--- config.mk ---
export PLATFORM = sky130hd
export DESIGN_NAME = scooter_bus_frame_parser_flat
export DESIGN_NICKNAME = d
export VERILOG_FILES = /design/src/hdl/sbfp_pkg.sv /design/src/hdl/sbfp_stream_if.sv /design/src/hdl/scooter_bus_frame_parser.sv /design/src/flat_wrapper.sv
export SDC_FILE = /design/constraint.sdc
export NUM_CORES = 1
export LEC_CHECK = 0
export ABC_AREA = 1
export ABC_CLOCK_PERIOD_IN_PS = 5400
export BUFFER_PORTS_ARGS = -buffer_cell sky130_fd_sc_hd__buf_2
export CORE_MARGIN = 1
export CORE_UTILIZATION = 40
export DETAILED_ROUTE_END_ITERATION = 16
export GPL_ROUTABILITY_DRIVEN = 0
export SYNTH_ARGS = -nofsm -noshare
export SYNTH_HDL_FRONTEND = slang
export SYNTH_SLANG_ARGS = --single-unit
export TNS_END_PERCENT = 10
--- constraint.sdc ---
create_clock -name clk -period 5.4 [get_ports clk]
set_input_delay 0 -clock clk [delete_from_list [all_inputs] [get_ports clk]]
set_output_delay 0 -clock clk [all_outputs]
set_load 0.005 [all_outputs]
--- src/hdl/sbfp_pkg.sv ---
`timescale 1ns / 1ps
// ----------------------------------------------------------------------------
// sbfp_pkg
// Shared types and protocol constants for the serial bus frame parser.
// ----------------------------------------------------------------------------
package sbfp_pkg;

    typedef logic [7:0]  byte_t;
    typedef logic [15:0] sum_t;

    localparam byte_t HDR_FIRST  = 8'h55;
    localparam byte_t HDR_SECOND = 8'hAA;
    localparam sum_t  SUM_INVERT = 16'hFFFF;
    // length byte counts two bytes that are not payload
    localparam byte_t LEN_BIAS   = 8'd2;

endpackage

--- src/hdl/sbfp_stream_if.sv ---
`timescale 1ns / 1ps
// ----------------------------------------------------------------------------
// sbfp_stream_if
// Valid/ready channels: received bytes in, parsed frame summaries out.
// ----------------------------------------------------------------------------
interface sbfp_byte_if import sbfp_pkg::*; ();
    logic  valid;
    logic  ready;
    byte_t rx_byte;

    modport source (output valid, output rx_byte, input ready);
    modport sink   (input valid, input rx_byte, output ready);
endinterface

interface sbfp_frame_if import sbfp_pkg::*; ();
    logic  valid;
    logic  ready;
    byte_t dest_addr;
    byte_t command;
    byte_t argument;
    byte_t payload_len;
    sum_t  recv_checksum;
    logic  checksum_ok;

    modport source (output valid, output dest_addr, output command, output argument,
                    output payload_len, output recv_checksum, output checksum_ok,
                    input ready);
    modport sink   (input valid, input dest_addr, input command, input argument,
                    input payload_len, input recv_checksum, input checksum_ok,
                    output ready);
endinterface

--- src/hdl/scooter_bus_frame_parser.sv ---
`timescale 1ns / 1ps
// ----------------------------------------------------------------------------
// scooter_bus_frame_parser
// Parses 55 AA | len | addr | cmd | arg | payload | csum_lo | csum_hi frames
// from a byte stream and reports one summary item per completed frame.
// ----------------------------------------------------------------------------
//
//  channel | dir | item                      | handshake
//  --------+-----+---------------------------+-----------------------------
//  rx      | in  | one received byte         | valid & ready at rising clk
//  frame   | out | header fields, len, csum  | valid & ready at rising clk
//
//  Flow: one byte per cycle while no result waits unread. An accepted byte
//  is held in the input register, then the parser step writes state and,
//  on the last checksum byte, the result register.
//  Reset: rst_n (async, low) returns the parser to header hunt and empties
//  both registers.
//  Stalls: the input stage holds only while a result waits unread; rx.ready
//  follows frame.ready combinationally.
//
module scooter_bus_frame_parser import sbfp_pkg::*;
(
    input  logic           clk,
    input  logic           rst_n,
    sbfp_byte_if.sink      rx,
    sbfp_frame_if.source   frame
);

    // parser phases
    localparam logic [2:0] PH_HUNT = 3'd0;
    localparam logic [2:0] PH_HEAD = 3'd1;
    localparam logic [2:0] PH_LEN  = 3'd2;
    localparam logic [2:0] PH_ADDR = 3'd3;
    localparam logic [2:0] PH_CMD  = 3'd4;
    localparam logic [2:0] PH_ARG  = 3'd5;
    localparam logic [2:0] PH_DATA = 3'd6;
    localparam logic [2:0] PH_CRC  = 3'd7;

    // ---------------- input register ----------------
    logic  in_valid_reg;
    byte_t in_byte_reg;

    // ---------------- parser state ----------------
    logic [2:0] phase_reg,      phase_next;
    byte_t      count_reg,      count_next;   // payload count, then csum byte index
    sum_t       sum_reg,        sum_next;
    byte_t      len_reg,        len_next;
    byte_t      addr_reg,       addr_next;
    byte_t      cmd_reg,        cmd_next;
    byte_t      arg_reg,        arg_next;
    byte_t      csum_lo_reg,    csum_lo_next;

    // ---------------- result register ----------------
    logic  out_valid_reg, out_valid_next;
    byte_t out_addr_reg;
    byte_t out_cmd_reg;
    byte_t out_arg_reg;
    byte_t out_len_reg;
    sum_t  out_csum_reg;
    logic  out_ok_reg;

    logic  advance;   // parser consumes the held byte this cycle
    logic  emit;      // held byte closes a frame
    byte_t b;
    sum_t  sum_add;
    sum_t  recv;
    byte_t count_inc;

    // A result can land whenever the output slot is empty or being drained.
    assign advance  = in_valid_reg && (!out_valid_reg || frame.ready);
    assign rx.ready = !in_valid_reg || advance;

    assign b         = in_byte_reg;
    assign sum_add   = sum_reg + {8'd0, b};
    assign recv      = {b, csum_lo_reg};
    assign count_inc = count_reg + 8'd1;
    assign emit      = (phase_reg == PH_CRC) && (count_reg != 8'd0);

    always_comb
    begin
        phase_next   = phase_reg;
        count_next   = count_reg;
        sum_next     = sum_reg;
        len_next     = len_reg;
        addr_next    = addr_reg;
        cmd_next     = cmd_reg;
        arg_next     = arg_reg;
        csum_lo_next = csum_lo_reg;
        case (phase_reg)
            PH_HUNT:
            begin
                if (b == HDR_FIRST)
                begin
                    phase_next = PH_HEAD;
                end
                count_next = 8'd0;
            end
            PH_HEAD:
            begin
                // a wrong second byte drops back, it is not rechecked as 0x55
                phase_next = (b == HDR_SECOND) ? PH_LEN : PH_HUNT;
            end
            PH_LEN:
            begin
                sum_next   = {8'd0, b};   // sum restarts per frame
                len_next   = (b >= LEN_BIAS) ? (b - LEN_BIAS) : 8'd0;
                count_next = 8'd0;
                phase_next = PH_ADDR;
            end
            PH_ADDR:
            begin
                sum_next   = sum_add;
                addr_next  = b;
                phase_next = PH_CMD;
            end
            PH_CMD:
            begin
                sum_next   = sum_add;
                cmd_next   = b;
                phase_next = PH_ARG;
            end
            PH_ARG:
            begin
                sum_next   = sum_add;
                arg_next   = b;
                count_next = 8'd0;
                phase_next = (len_reg == 8'd0) ? PH_CRC : PH_DATA;
            end
            PH_DATA:
            begin
                sum_next = sum_add;
                if (count_inc >= len_reg)
                begin
                    count_next = 8'd0;
                    phase_next = PH_CRC;
                end
                else
                begin
                    count_next = count_inc;
                end
            end
            PH_CRC:
            begin
                // checksum bytes stay out of the sum
                if (count_reg == 8'd0)
                begin
                    csum_lo_next = b;
                    count_next   = 8'd1;
                end
                else
                begin
                    count_next = 8'd0;
                    phase_next = PH_HUNT;
                end
            end
            default:
            begin
                phase_next = PH_HUNT;
            end
        endcase
    end

    always_comb
    begin
        if (advance && emit)
        begin
            out_valid_next = 1'b1;
        end
        else if (frame.ready)
        begin
            out_valid_next = 1'b0;
        end
        else
        begin
            out_valid_next = out_valid_reg;
        end
    end

    // control registers
    always_ff @(posedge clk or negedge rst_n)
    begin
        if (!rst_n)
        begin
            in_valid_reg  <= 1'b0;
            out_valid_reg <= 1'b0;
            phase_reg     <= PH_HUNT;
            count_reg     <= 8'd0;
        end
        else
        begin
            if (rx.ready)
            begin
                in_valid_reg <= rx.valid;
            end
            out_valid_reg <= out_valid_next;
            if (advance)
            begin
                phase_reg <= phase_next;
                count_reg <= count_next;
            end
        end
    end

    // payload registers
    always_ff @(posedge clk)
    begin
        if (rx.valid && rx.ready)
        begin
            in_byte_reg <= rx.rx_byte;
        end
        if (advance)
        begin
            sum_reg     <= sum_next;
            len_reg     <= len_next;
            addr_reg    <= addr_next;
            cmd_reg     <= cmd_next;
            arg_reg     <= arg_next;
            csum_lo_reg <= csum_lo_next;
        end
        if (advance && emit)
        begin
            out_addr_reg <= addr_reg;
            out_cmd_reg  <= cmd_reg;
            out_arg_reg  <= arg_reg;
            out_len_reg  <= len_reg;
            out_csum_reg <= recv;
            out_ok_reg   <= (recv == (sum_reg ^ SUM_INVERT));
        end
    end

    assign frame.valid         = out_valid_reg;
    assign frame.dest_addr     = out_addr_reg;
    assign frame.command       = out_cmd_reg;
    assign frame.argument      = out_arg_reg;
    assign frame.payload_len   = out_len_reg;
    assign frame.recv_checksum = out_csum_reg;
    assign frame.checksum_ok   = out_ok_reg;

endmodule

--- src/flat_wrapper.sv ---
// flat-port wrapper written by rule: the top's interface ports become plain ports
module scooter_bus_frame_parser_flat import sbfp_pkg::*;
  (clk, rst_n, rx_valid, rx_rx_byte, rx_ready, frame_valid, frame_dest_addr, frame_command, frame_argument, frame_payload_len, frame_recv_checksum, frame_checksum_ok, frame_ready);
  sbfp_byte_if rx_i ();
  sbfp_frame_if frame_i ();
  input  logic clk;
  input  logic rst_n;
  input wire logic [$bits(rx_i.valid)-1:0] rx_valid;
  input wire logic [$bits(rx_i.rx_byte)-1:0] rx_rx_byte;
  output wire logic [$bits(rx_i.ready)-1:0] rx_ready;
  output wire logic [$bits(frame_i.valid)-1:0] frame_valid;
  output wire logic [$bits(frame_i.dest_addr)-1:0] frame_dest_addr;
  output wire logic [$bits(frame_i.command)-1:0] frame_command;
  output wire logic [$bits(frame_i.argument)-1:0] frame_argument;
  output wire logic [$bits(frame_i.payload_len)-1:0] frame_payload_len;
  output wire logic [$bits(frame_i.recv_checksum)-1:0] frame_recv_checksum;
  output wire logic [$bits(frame_i.checksum_ok)-1:0] frame_checksum_ok;
  input wire logic [$bits(frame_i.ready)-1:0] frame_ready;
  assign rx_i.valid = rx_valid;
  assign rx_i.rx_byte = rx_rx_byte;
  assign rx_ready = rx_i.ready;
  assign frame_valid = frame_i.valid;
  assign frame_dest_addr = frame_i.dest_addr;
  assign frame_command = frame_i.command;
  assign frame_argument = frame_i.argument;
  assign frame_payload_len = frame_i.payload_len;
  assign frame_recv_checksum = frame_i.recv_checksum;
  assign frame_checksum_ok = frame_i.checksum_ok;
  assign frame_i.ready = frame_ready;
  scooter_bus_frame_parser u_core (.clk(clk), .rst_n(rst_n), .rx(rx_i), .frame(frame_i));
endmodule
After elaboration in Yosys (flattened, before gate mapping)
Cells that the tools add are included.
Operators by class
  muxes and demuxes: 12
  equal/unequal tests: 13
  $lt $le $gt $ge: 2
  reductions and logical operators: 25
  add/sub/neg operators: 3
  bitwise gates (word level): 1
Operator list (count)
  $pmux W16 S2: 1
  $pmux W3 S8: 1
  $pmux W8 S3: 1
  $add A16 B8 Y16: 1
  $eq A16 B16 Y1: 1
  $logic_not A8 Y1: 2
  $not A16 Y16: 1
  $eq A3 B3 Y1 const B: 4
  $reduce_and A2 Y1: 6
  $mux W3: 3
  $add A8 B1 Y8 const B: 1
  $eq A8 B7 Y1 const B: 1
  $eq A8 B8 Y1 const B: 1
  $ge A8 B2 Y1 const B: 1
  $ge A8 B8 Y1: 1
  $mux W8: 1
  $reduce_bool A8 Y1: 1
  $sub A8 B2 Y8 const B: 1
  $eq A3 B2 Y1 const B: 2
  $logic_and A1 B1 Y1: 4
  $mux W1: 4
  $ne A2 B1 Y1 const B: 2
  $reduce_and A4 Y1: 1
  $reduce_bool A2 Y1: 2
  other kinds (10): 12
Word-level totals
  input bits: 12
  logic and storage cells: 73
  flip-flop bits (word level): 126

Longest topological paths before layout
Gate-level depths: netlist (run 1).
  depth after elaboration: 5
  mapped depth: 16
  mapped depth without buffers: 16

Worst setup path after synthesis (run 1)
OpenSTA, ideal clock, no wires.
  path type: register to register
  from: register u_core.count_reg[0]
  to: register u_core.out_arg_reg[0], in the netlist u_core.frame.argument[0] (enable)
  data arrival time: 2.868 ns
  cell stages (with the launch flop): 6
  required time: 4.944 ns
  setup slack: 2.075 ns
  cells stage by stage: dfrtp_1 > inv_1 > ha_1 > nand3_1 > nor2_1 > nor2_1
Between the ends
  word-level cells in the longest chain between the ends: 3
Ends and longest elaborated chain
  start: declaration: line scooter_bus_frame_parser.sv:45  | byte_t count_reg, count_next;
  start signal: assignment: line scooter_bus_frame_parser.sv:199  | count_reg <= count_next;
  $reduce_bool A8 Y1: line scooter_bus_frame_parser.sv:77  | assign emit = (phase_reg == PH_CRC) && (count_reg != 8'd0);
  $logic_and A1 B1 Y1: line scooter_bus_frame_parser.sv:77
  $logic_and A1 B1 Y1: line scooter_bus_frame_parser.sv:220  | if (advance && emit)
  end signal: assignment: line scooter_bus_frame_parser.sv:224  | out_arg_reg <= arg_reg;
  end: declaration: line scooter_bus_frame_parser.sv:57  | byte_t out_arg_reg;
Every way passes these cells.
A chain may end at the register's enable or synchronous reset.

Worst setup path in the final report (run 1)
  from: register u_core.in_byte_reg[1], in the netlist u_core.b[1]
  to: register u_core.sum_reg[10] (data pin)
Between the ends
  word-level cells in the longest chain between the ends: 2
Ends and longest elaborated chain
  start: declaration: line scooter_bus_frame_parser.sv:41  | byte_t in_byte_reg;
  start signal: assignment: line scooter_bus_frame_parser.sv:209  | in_byte_reg <= rx.rx_byte;
  $add A16 B8 Y16: line scooter_bus_frame_parser.sv:74  | assign sum_add = sum_reg + {8'd0, b};
  $pmux W16 S2: line scooter_bus_frame_parser.sv:89  | case (phase_reg)
  end signal: assignment: line scooter_bus_frame_parser.sv:213  | sum_reg <= sum_next;
  end: declaration: line scooter_bus_frame_parser.sv:46  | sum_t sum_reg, sum_next;
Every way passes these cells.

==> results.toml, run 1 <==
[finish]
fin_cells = 817
syn2layout_area_growth_pct = 21.2
fin_nets = 656
n_antenna_cell = 0
drive_above_1_share = 0.177
final_area_sq_um = 6990

[die]
start_util = 0.412
die-area_sq_um = 14900
rows = 43
io_pins = 63
core_area_sq_um = 14000
die_h_um = 122
die_w_um = 122

[clock_network]
root_buffer = "clkbuf_16"
cts_made_buffers = 17
postCtsHoldBufs = 13
h-tree-depth = 4
clkTransAtPathRegs_ns = 0.06
insertion_delay_ns = 0.41
cts_tree = "yes"
ctsResizeCount = 0
cts.sinks = 126
clockBufferDepth = 2
postCtsSetupRepairBufs = 0

[placed_design]
hpwl_um = 8430
port_buffers = 62
dpl_cell_area_sq_um = 6290
dp_cells = 772
dp_slack_ns = 3.04

[worst_setup_path]
worstRegToRegCells = 10
cp.required_ns = 5.56
cp-start-kind = "register"
cpMaxStageDelayCell = "edfxtp_1"
rrSetupSlack_ns = 3.08
r2r-start = "u_core.b[1]$_DFFE_PP_"
cp_common_cell = "nand2_1"
cp_top_family = "simple AND/OR/NAND/NOR gates"
worstPathMaxFanout = 11
slowest_delay_ns = 0.63
crit_chain = "inv_1, fa_1, inv_1, nand3_1, nand2_1, nand2_1, nand2_1, nand3_1, nand2_1, nor2_1"
critPathArrivalTime_ns = 2.49
crit_type = "register to register"
cp-end-kind = "register"
r2r_end = "u_core.sum_reg[10]$_SDFFCE_PP0P_"
path_buf_inv = 2

[synthesis]
ys_ff_latch = 126
ys.flop_type = "edfxtp_1"
synth_nets = 566
netlist_area_sq_um = 5770
synthCells = 534
yosysWarnings = 0
yosysUniqueCellTypes = 35
synth_edf_count = 113
avgSynthCellArea_sq_um = 10.8
seq_area_frac_synth = 0.645
ys_async_sr_fraction = 0.103

[grt]
grt_usage = 0.172
grt-ovfl-total = 0
grt_max_degree = 49
antenna_found_initial = 0
grt_pass1_wl_um = 19200
grt_pass1_vias = 3899

[run]
drv_cap = 0

[routing]
drc = 0
drtIter0Drc = 321
ant_nets = 0
dr_total_vias = 4101
wl_per_cell_um = 14.9
wirelength_um = 12200
drtPass1Iterations = 5
vias_per_cell = 5.02

[timing]
setup_viol = 0
layout_setup_ws_ns = 3.08
max_clock_freq_ghz = 0.430
layout_worst_path_cycle_share = 0.430
layout_min_cycle_time_ns = 2.32
tns_ns = 0
worstMarginPinSlew_ns = 0.868
fin_hold_ws_ns = 0.0178
maxSlewViolCount = 0
rsz0062_at_grt = "false"
relSlewSlack = 0.419
fin_worst_skew_ns = 0.00762
hold_viol_final = 0

[outcome]
status = "completed"

[pwr]
p_per_area_nw_per_um2 = 374
p_seq_frac = 0.452
intPower_mw = 1.92
power_frac_comb = 0.130
clkPwrFrac = 0.418
p_sw_frac = 0.267
p_switching_mw = 0.697
p_leak_nw = 2.94
vdd_drop_max_uv = 233

[min_path]
min_path_type = "input pin to asynchronous set/reset pin"
==> power groups by stage <==
stage | clock, mW | combinational [mW] | sequential [mW]
floorplan | 0 | 0.272 | 1.17
global placement | 0 | 0.321 | 1.20
CTS | 1.11 | 0.338 | 1.18
global route | 1.15 | 0.388 | 1.19
finish | 1.09 | 0.339 | 1.18
detailed placement | 0 | 0.329 | 1.20
==> worst reg2reg max path: cells and delay by family (launching register included) <==
family / cells / cell delay, ns
adder cells (fa/ha/maj): 1 / 0.50
buffers and inverters: 2 / 0.32
flip-flops: 1 / 0.63
AND/OR/NAND/NOR: 7 / 0.63
==> final cells by class <==
class	count	area, sq um
clock inverter	14	141
sequential	126	3720
timing repair buffer	77	455
inverter	70	263
multi-input combinational	332	1760
fill	1239	7000
tap	180	225
clock buffer	18	429
==> logic make-up after synthesis <==
logic type / Yosys count / share of synthesized area
XOR/XNOR: 16 / 0.0243
flip-flops: 126 / 0.645
AND/OR/NAND/NOR: 252 / 0.192
AO/OA/AOI/OAI: 44 / 0.0423
buffers and inverters: 76 / 0.0516
adder cells (fa/ha/maj): 20 / 0.0447
==> how the worst max path moves through the flow <==
stage	cells after the start	endpoint	from
floorplan	5	u_core.frame.argument[0]$_DFFE_PP_	u_core.count_reg[0]$_DFFE_PN0P_
global placement	10	u_core.sum_reg[14]$_SDFFCE_PP0P_	u_core.b[1]$_DFFE_PP_
detailed placement	10	u_core.sum_reg[10]$_SDFFCE_PP0P_	u_core.b[1]$_DFFE_PP_
CTS	10	u_core.sum_reg[10]$_SDFFCE_PP0P_	u_core.b[1]$_DFFE_PP_
global route	10	u_core.sum_reg[14]$_SDFFCE_PP0P_	u_core.b[1]$_DFFE_PP_
finish	10	u_core.sum_reg[10]$_SDFFCE_PP0P_	u_core.b[1]$_DFFE_PP_
==> cell usage in the layout (no fill, tap or decap), drive strengths merged <==
master,Yosys,routed
clkinvlp,0,3
o21ai,18,18
nor2,54,54
a22oi,2,2
buf,6,64
nor3,9,9
o22ai,6,6
clkbuf,0,18
a21oi,15,15
and2,1,1
o31ai,1,1
a21boi,2,2
inv,70,73
dfrtp,13,13
dlygate4sd3,0,13
nand3b,4,4
nand3,38,38
fa,1,1
ha,19,19
xnor2,10,10
bufinv,0,2
or2,4,4
edfxtp,113,113
and3,2,2
clkinv,0,6
nand4,10,10
nand2,130,130
xor2,6,6
==> metrics by stage <==
step           utilization  total power [mW]
2_1_floorplan            -              1.44
3_3_place_gp         0.450              1.52
3_5_place_dp         0.450              1.53
4_1_cts              0.500              2.63
5_1_grt              0.500              2.73
6_report             0.500              2.61
==> Yosys cell counts (6+ instances only) <==
master | instances | area, sq um
nand2_1 | 128 | 480
o22ai_1 | 6 | 37.5
o21ai_0 | 10 | 50.1
inv_2 | 6 | 22.5
xnor2_1 | 10 | 87.6
nor3_1 | 8 | 40.0
nand3_1 | 36 | 180
nand4_1 | 10 | 62.6
xor2_1 | 6 | 52.6
dfrtp_1 | 13 | 325
ha_1 | 19 | 238
nor2_1 | 50 | 188
edfxtp_1 | 113 | 3390
a21oi_1 | 15 | 75.1
o21ai_1 | 8 | 40.0
inv_1 | 64 | 240
==> routing by layer <==
metal,share of wire,routed length (um),global-route usage
met4,0.018,218,0.0701
met2,0.46,5650,0.274
met1,0.46,5550,0.225
met5,0,0,0
met3,0.063,773,0.0417
No activity file was read; power rests on OpenSTA's default activity.
==> run 2: changes to the inputs <==
- ABC_CLOCK_PERIOD_IN_PS: 5400 -> 2300
- clock period: 5.4 -> 2.3 ns (I/O delays scaled with it)
==> results.toml, run 2 (synthesis gave the netlist of run 1 again) <==
[timing]
tns_ns = 0
setup_viol = 0
worstMarginPinSlew_ns = 0.522
relSlewSlack = 0.651
rsz0062_at_grt = "false"
fin_worst_skew_ns = 0.00636
layout_min_cycle_time_ns = 2.16
hold_viol_final = 0
layout_worst_path_cycle_share = 0.939
maxSlewViolCount = 0
max_clock_freq_ghz = 0.463

[finish]
fin_nets = 673
final_cell_mix = "128 x nand2_1, 113 x edfxtp_1, 64 x inv_1, 62 x buf_2, 48 x nor2_1"
utilization = 0.510
drive_above_1_share = 0.203
fillers = 1254
layout_commonest_cell = "nand2_1"
n_antenna_cell = 0
syn2layout_area_growth_pct = 23.7

[clock_network]
insertion_delay_ns = 0.42
h-tree-depth = 4
clockBufferDepth = 2
cts_made_buffers = 17
root_buffer = "clkbuf_16"
cts.sinks = 126
cts_tree = "yes"
clkTransAtPathRegs_ns = 0.06

[pwr]
p_switching_mw = 1.73
p_per_area_nw_per_um2 = 865
p_seq_frac = 0.443
vdd_drop_max_uv = 553
power_frac_comb = 0.143
p_sw_frac = 0.281
clkPwrFrac = 0.414
intPower_mw = 4.43
p_leak_nw = 3.02

[worst_setup_path]
crit_end = "u_core.phase_reg[1]$_DFFE_PN0P_"
cp.required_ns = 2.61
rrSetupSlack_ns = 0.14
cp-start-kind = "register"
cpMaxStageDelayCell = "dfrtp_2"
critPathArrivalTime_ns = 2.46
crit_chain = "ha_1, nand3_1, nor2_2, nand2_1, nand2_1, nand2_1, ha_1, nand2_1, inv_1, and3_1, nor2_4, nand2_4, nand3_1, nand2_1"
crit_start = "u_core.count_reg[0]$_DFFE_PN0P_"
worstRegToRegCells = 14
cp_top_family = "simple AND/OR/NAND/NOR gates"
cp.depth = 14
r2r-start = "u_core.count_reg[0]$_DFFE_PN0P_"
r2r_end = "u_core.phase_reg[1]$_DFFE_PN0P_"
worstPathMaxFanout = 9
slowest_delay_ns = 0.40
cp_common_cell = "nand2_1"
path_buf_inv = 1
cp-end-kind = "register"
crit_type = "register to register"

[outcome]
status = "completed"

[routing]
wl_per_cell_um = 15.2
wirelength_um = 12600
vias_per_cell = 4.90
drtIter0Drc = 298
dr_total_vias = 4085
drtPass1Iterations = 4
drc = 0
ant_nets = 0

[grt]
grt_usage = 0.184
grt_max_degree = 49
grt-ovfl-total = 0
grt_pass1_vias = 4036
antenna_found_initial = 0
grt_pass1_wl_um = 20400

[die]
rows = 43
die-area_sq_um = 14900
start_util = 0.412
die_h_um = 122
io_pins = 63
core_area_sq_um = 14000
die_w_um = 122

[min_path]
min_path_type = "input pin to register"

[placed_design]
hpwl_um = 8930
port_buffers = 62

[run]
drv_cap = 0
==> run 2: metal layers <==
metal | up-vias | wire length [um] | global-route usage
met1 | 1900 | 5670 | 0.236
li1 | 2027 | - | -
met4 | 0 | 280 | 0.0884
met3 | 20 | 773 | 0.0389
met5 | - | 0 | 0
met2 | 138 | 5920 | 0.296
==> run 2: timing repair <==
action,4_1_cts,5_1_grt
gates resized for setup,0,4
endpoints found under the hold margin,23,0
setup buffers,0,2
endpoints found under the setup margin,0,9
hold buffers,14,0
==> run 2: layout make-up <==
| cell class | count | area (sq um) | area share |
|---|---|---|---|
| well taps | 180 | 225 | 0.0316 |
| inverters | 70 | 263 | 0.0368 |
| multi-input cells | 332 | 1760 | 0.247 |
| clock buffers | 17 | 425 | 0.0597 |
| clock inverters | 15 | 138 | 0.0193 |
| repair buffers | 94 | 598 | 0.0839 |
| flip-flops and latches | 126 | 3720 | 0.522 |
==> run 2: metrics by stage <==
step	worst slack (ns)	power (mW)	hold slack [ns]	area (sq um)	instances
floorplan	0.151	3.38	-0.296	5770	534
global placement	0.187	3.61	-0.0984	6410	786
detailed placement	0.109	3.64	-0.0865	6410	786
CTS	0.0914	6.21	0.299	7110	832
global route	0.00818	6.45	0.321	7130	834
finish	0.141	6.17	0.316	7130	834
==> run 2: power groups by stage <==
stage          registers [mW]  clock network, mW  logic (mW)
2_1_floorplan            2.75                  0       0.638
3_3_place_gp             2.78                  0       0.831
3_5_place_dp             2.78                  0       0.859
4_1_cts                  2.73               2.59       0.883
5_1_grt                  2.75               2.69        1.01
6_report                 2.73               2.55       0.881
==> run 2: worst min path at each step <==
| stage | from | end | slack (ns) | cells after the start |
|---|---|---|---|---|
| 2_1_floorplan | rst_n | u_core.count_reg[0]$_DFFE_PN0P_ | -0.30 | 0 |
| 3_3_place_gp | rst_n | u_core.count_reg[7]$_DFFE_PN0P_ | -0.1 | 1 |
| 3_5_place_dp | rst_n | u_core.count_reg[3]$_DFFE_PN0P_ | -0.09 | 1 |
| 4_1_cts | rx_rx_byte[7] | u_core.b[7]$_DFFE_PP_ | 0.30 | 2 |
| 5_1_grt | rx_rx_byte[6] | u_core.b[6]$_DFFE_PP_ | 0.32 | 2 |
| 6_report | rx_rx_byte[6] | u_core.b[6]$_DFFE_PP_ | 0.32 | 2 |
==> run 2: worst register-to-register path, delay by kind of cell, from the launching register on <==
family        cells  cell delay, ns
fa+ha+maj         2            0.46
buf+inv           1            0.05
flops             1            0.40
simple gates     11            1.14
==> run 3: changes to the inputs <==
- ABC_AREA: 1 -> not set
==> results.toml, run 3 <==
[worst_setup_path]
r2r_end = "u_core.count_reg[3]$_DFFE_PN0P_"
r2r-start = "u_core.count_reg[0]$_DFFE_PN0P_"
critPathArrivalTime_ns = 2.55
cp_top_family = "simple AND/OR/NAND/NOR gates"
cp-start-kind = "register"
path_buf_inv = 1
cp.depth = 10
rrSetupSlack_ns = 0.08
crit_start = "u_core.count_reg[0]$_DFFE_PN0P_"
crit_chain = "and3_4, nand3_4, nor2_2, xor2_1, ha_1, nor4bb_1, o211ai_1, a21o_2, buf_4, o21ai_2"
worstRegToRegCells = 10
slowest_delay_ns = 0.45
crit_end = "u_core.count_reg[3]$_DFFE_PN0P_"
cp.required_ns = 2.63
worstPathMaxFanout = 8
cpMaxStageDelayCell = "dfrtp_2"
crit_type = "register to register"
cp-end-kind = "register"

[finish]
drive_above_1_share = 0.284
n_antenna_cell = 0
syn2layout_area_growth_pct = 27.5
final_cell_mix = "113 x edfxtp_1, 62 x buf_2, 34 x nor2_1, 31 x nand2_1, 27 x buf_4"
fin_nets = 536
layout_commonest_cell = "edfxtp_1"
utilization = 0.524

[outcome]
status = "completed"

[routing]
ant_nets = 0
drc = 0
dr_total_vias = 3402
wirelength_um = 11100
drtPass1Iterations = 4
vias_per_cell = 4.91
wl_per_cell_um = 16.0
drtIter0Drc = 200

[grt]
grt_usage = 0.167
grt_max_degree = 35
grt-ovfl-total = 0
grt_pass1_wl_um = 17600
antenna_found_initial = 0
grt_pass1_vias = 3304

[synthesis]
yosys.area.top_type = "edfxtp_1"
synth_top_family_by_area = "simple AND/OR/NAND/NOR gates"
synthTopCellsByCount = "113 x edfxtp_1, 35 x nor2_1, 32 x nand2_1"
synth_compound_area_frac = 0.0605
synth_mux_area_frac = 0.0124
synthCells = 394
ys_async_sr_fraction = 0.103
synth_most_common_cell = "edfxtp_1"
yosysUniqueCellTypes = 50
synth_nets = 426
synth_xor_area_frac = 0.0564
synth-adder-area-share = 0.0474
ys.flop_type = "edfxtp_1"
yosysWarnings = 0
seq_area_frac_synth = 0.684
ys_ff_latch = 126
synth_edf_count = 113
avgSynthCellArea_sq_um = 13.8
yosys.area.top_type_share = 0.624
synthSimpleGateAreaFrac = 0.119
netlist_area_sq_um = 5440
synth_area_leaders = "edfxtp_1 62%, dfrtp_1 6.0%, ha_1 4.4%"

[min_path]
min_path_type = "input pin to asynchronous set/reset pin"

[pwr]
p_sw_frac = 0.281
p_switching_mw = 1.90
total_power_mw = 6.74
intPower_mw = 4.85
p_seq_frac = 0.437
vdd_drop_max_uv = 565
clkPwrFrac = 0.390
p_per_area_nw_per_um2 = 973
p_leak_nw = 2.65
power_frac_comb = 0.173

[die]
core_area_sq_um = 13200
start_util = 0.411
die_w_um = 119
rows = 42
die-area_sq_um = 14100
die_h_um = 119
io_pins = 63

[clock_network]
cts_tree = "yes"
h-tree-depth = 4
root_buffer = "clkbuf_16"
cts_made_buffers = 17
cts.sinks = 126
clkTransAtPathRegs_ns = 0.06
clockBufferDepth = 2
insertion_delay_ns = 0.41

[timing]
layout_min_cycle_time_ns = 2.22
max_clock_freq_ghz = 0.451
setup_viol = 0
maxSlewViolCount = 0
fin_worst_skew_ns = 0.00770
relSlewSlack = 0.665
hold_viol_final = 0
layout_worst_path_cycle_share = 0.963
worstMarginPinSlew_ns = 0.503

[run]
drv_cap = 0

[placed_design]
port_buffers = 62
hpwl_um = 7770
run 3: cell families (layout without fill, tap and decap cells):
kind of cell / count (synthesis) / in the layout
AND/OR/NAND/NOR: 128 / 128
flip-flops: 126 / 126
AO/OA/AOI/OAI: 51 / 51
XOR/XNOR: 35 / 35
buffers and inverters: 28 / 151
adder cells (fa/ha/maj): 20 / 20
multiplexers: 6 / 6
run 3: timing repair:
action | 4_1_cts | 5_1_grt
endpoints found under the setup margin | 7 | 12
hold buffers | 12 | 0
setup buffers | 0 | 3
pin swaps | 0 | 9
hold endpoints to repair | 23 | 0
resized for setup | 5 | 15
run 3: layer usage:
| metal | track usage | vias up | part of all wire |
|---|---|---|---|
| li1 | - | 1674 | - |
| met5 | 0 | - | 0 |
| met2 | 0.259 | 110 | 0.48 |
| met3 | 0.0415 | 8 | 0.060 |
| met4 | 0.0665 | 0 | 0.0086 |
| met1 | 0.225 | 1610 | 0.45 |
run 3: layout make-up:
type / instances / area [sq um]
clock buffers: 18 / 429
clock inverters: 14 / 160
fillers: 1123 / 6310
inverters: 17 / 63.8
multi-input cells: 240 / 1690
flip-flops and latches: 126 / 3720
well taps: 176 / 220
repair buffers: 102 / 653
run 3: power groups by stage:
stage / Clock, mW / Sequential [mW] / Combinational [mW]
after CTS: 2.68 / 2.95 / 1.17
after global routing: 2.78 / 2.97 / 1.31
after global placement: 0 / 2.99 / 1.12
after detailed placement: 0 / 2.99 / 1.14
final: 2.63 / 2.95 / 1.17
after floorplan: 0 / 2.91 / 0.867
run 3: worst min-delay path by stage:
| stage | endpoint | depth (start not counted) |
|---|---|---|
| after global placement | u_core.count_reg[7]$_DFFE_PN0P_ | 1 |
| after global routing | u_core.count_reg[2]$_DFFE_PN0P_ | 2 |
| after floorplan | u_core.count_reg[0]$_DFFE_PN0P_ | 0 |
| after detailed placement | u_core.count_reg[6]$_DFFE_PN0P_ | 1 |
| final | u_core.count_reg[6]$_DFFE_PN0P_ | 2 |
| after CTS | u_core.count_reg[6]$_DFFE_PN0P_ | 2 |
run 3: metrics by stage:
step	area, sq um	hold slack, ns	instances	setup TNS [ns]	worst slack [ns]
4_1_cts	6860	0.00725	690	-0.0190	-0.0140
5_1_grt	6930	0.0409	693	-0.0507	-0.0152
3_3_place_gp	6140	-0.0990	646	0	0.0224
6_report	6930	0.00689	693	0	0.0844
3_5_place_dp	6140	-0.0847	646	-0.335	-0.118
2_1_floorplan	5460	-0.296	394	-12.41	-0.243
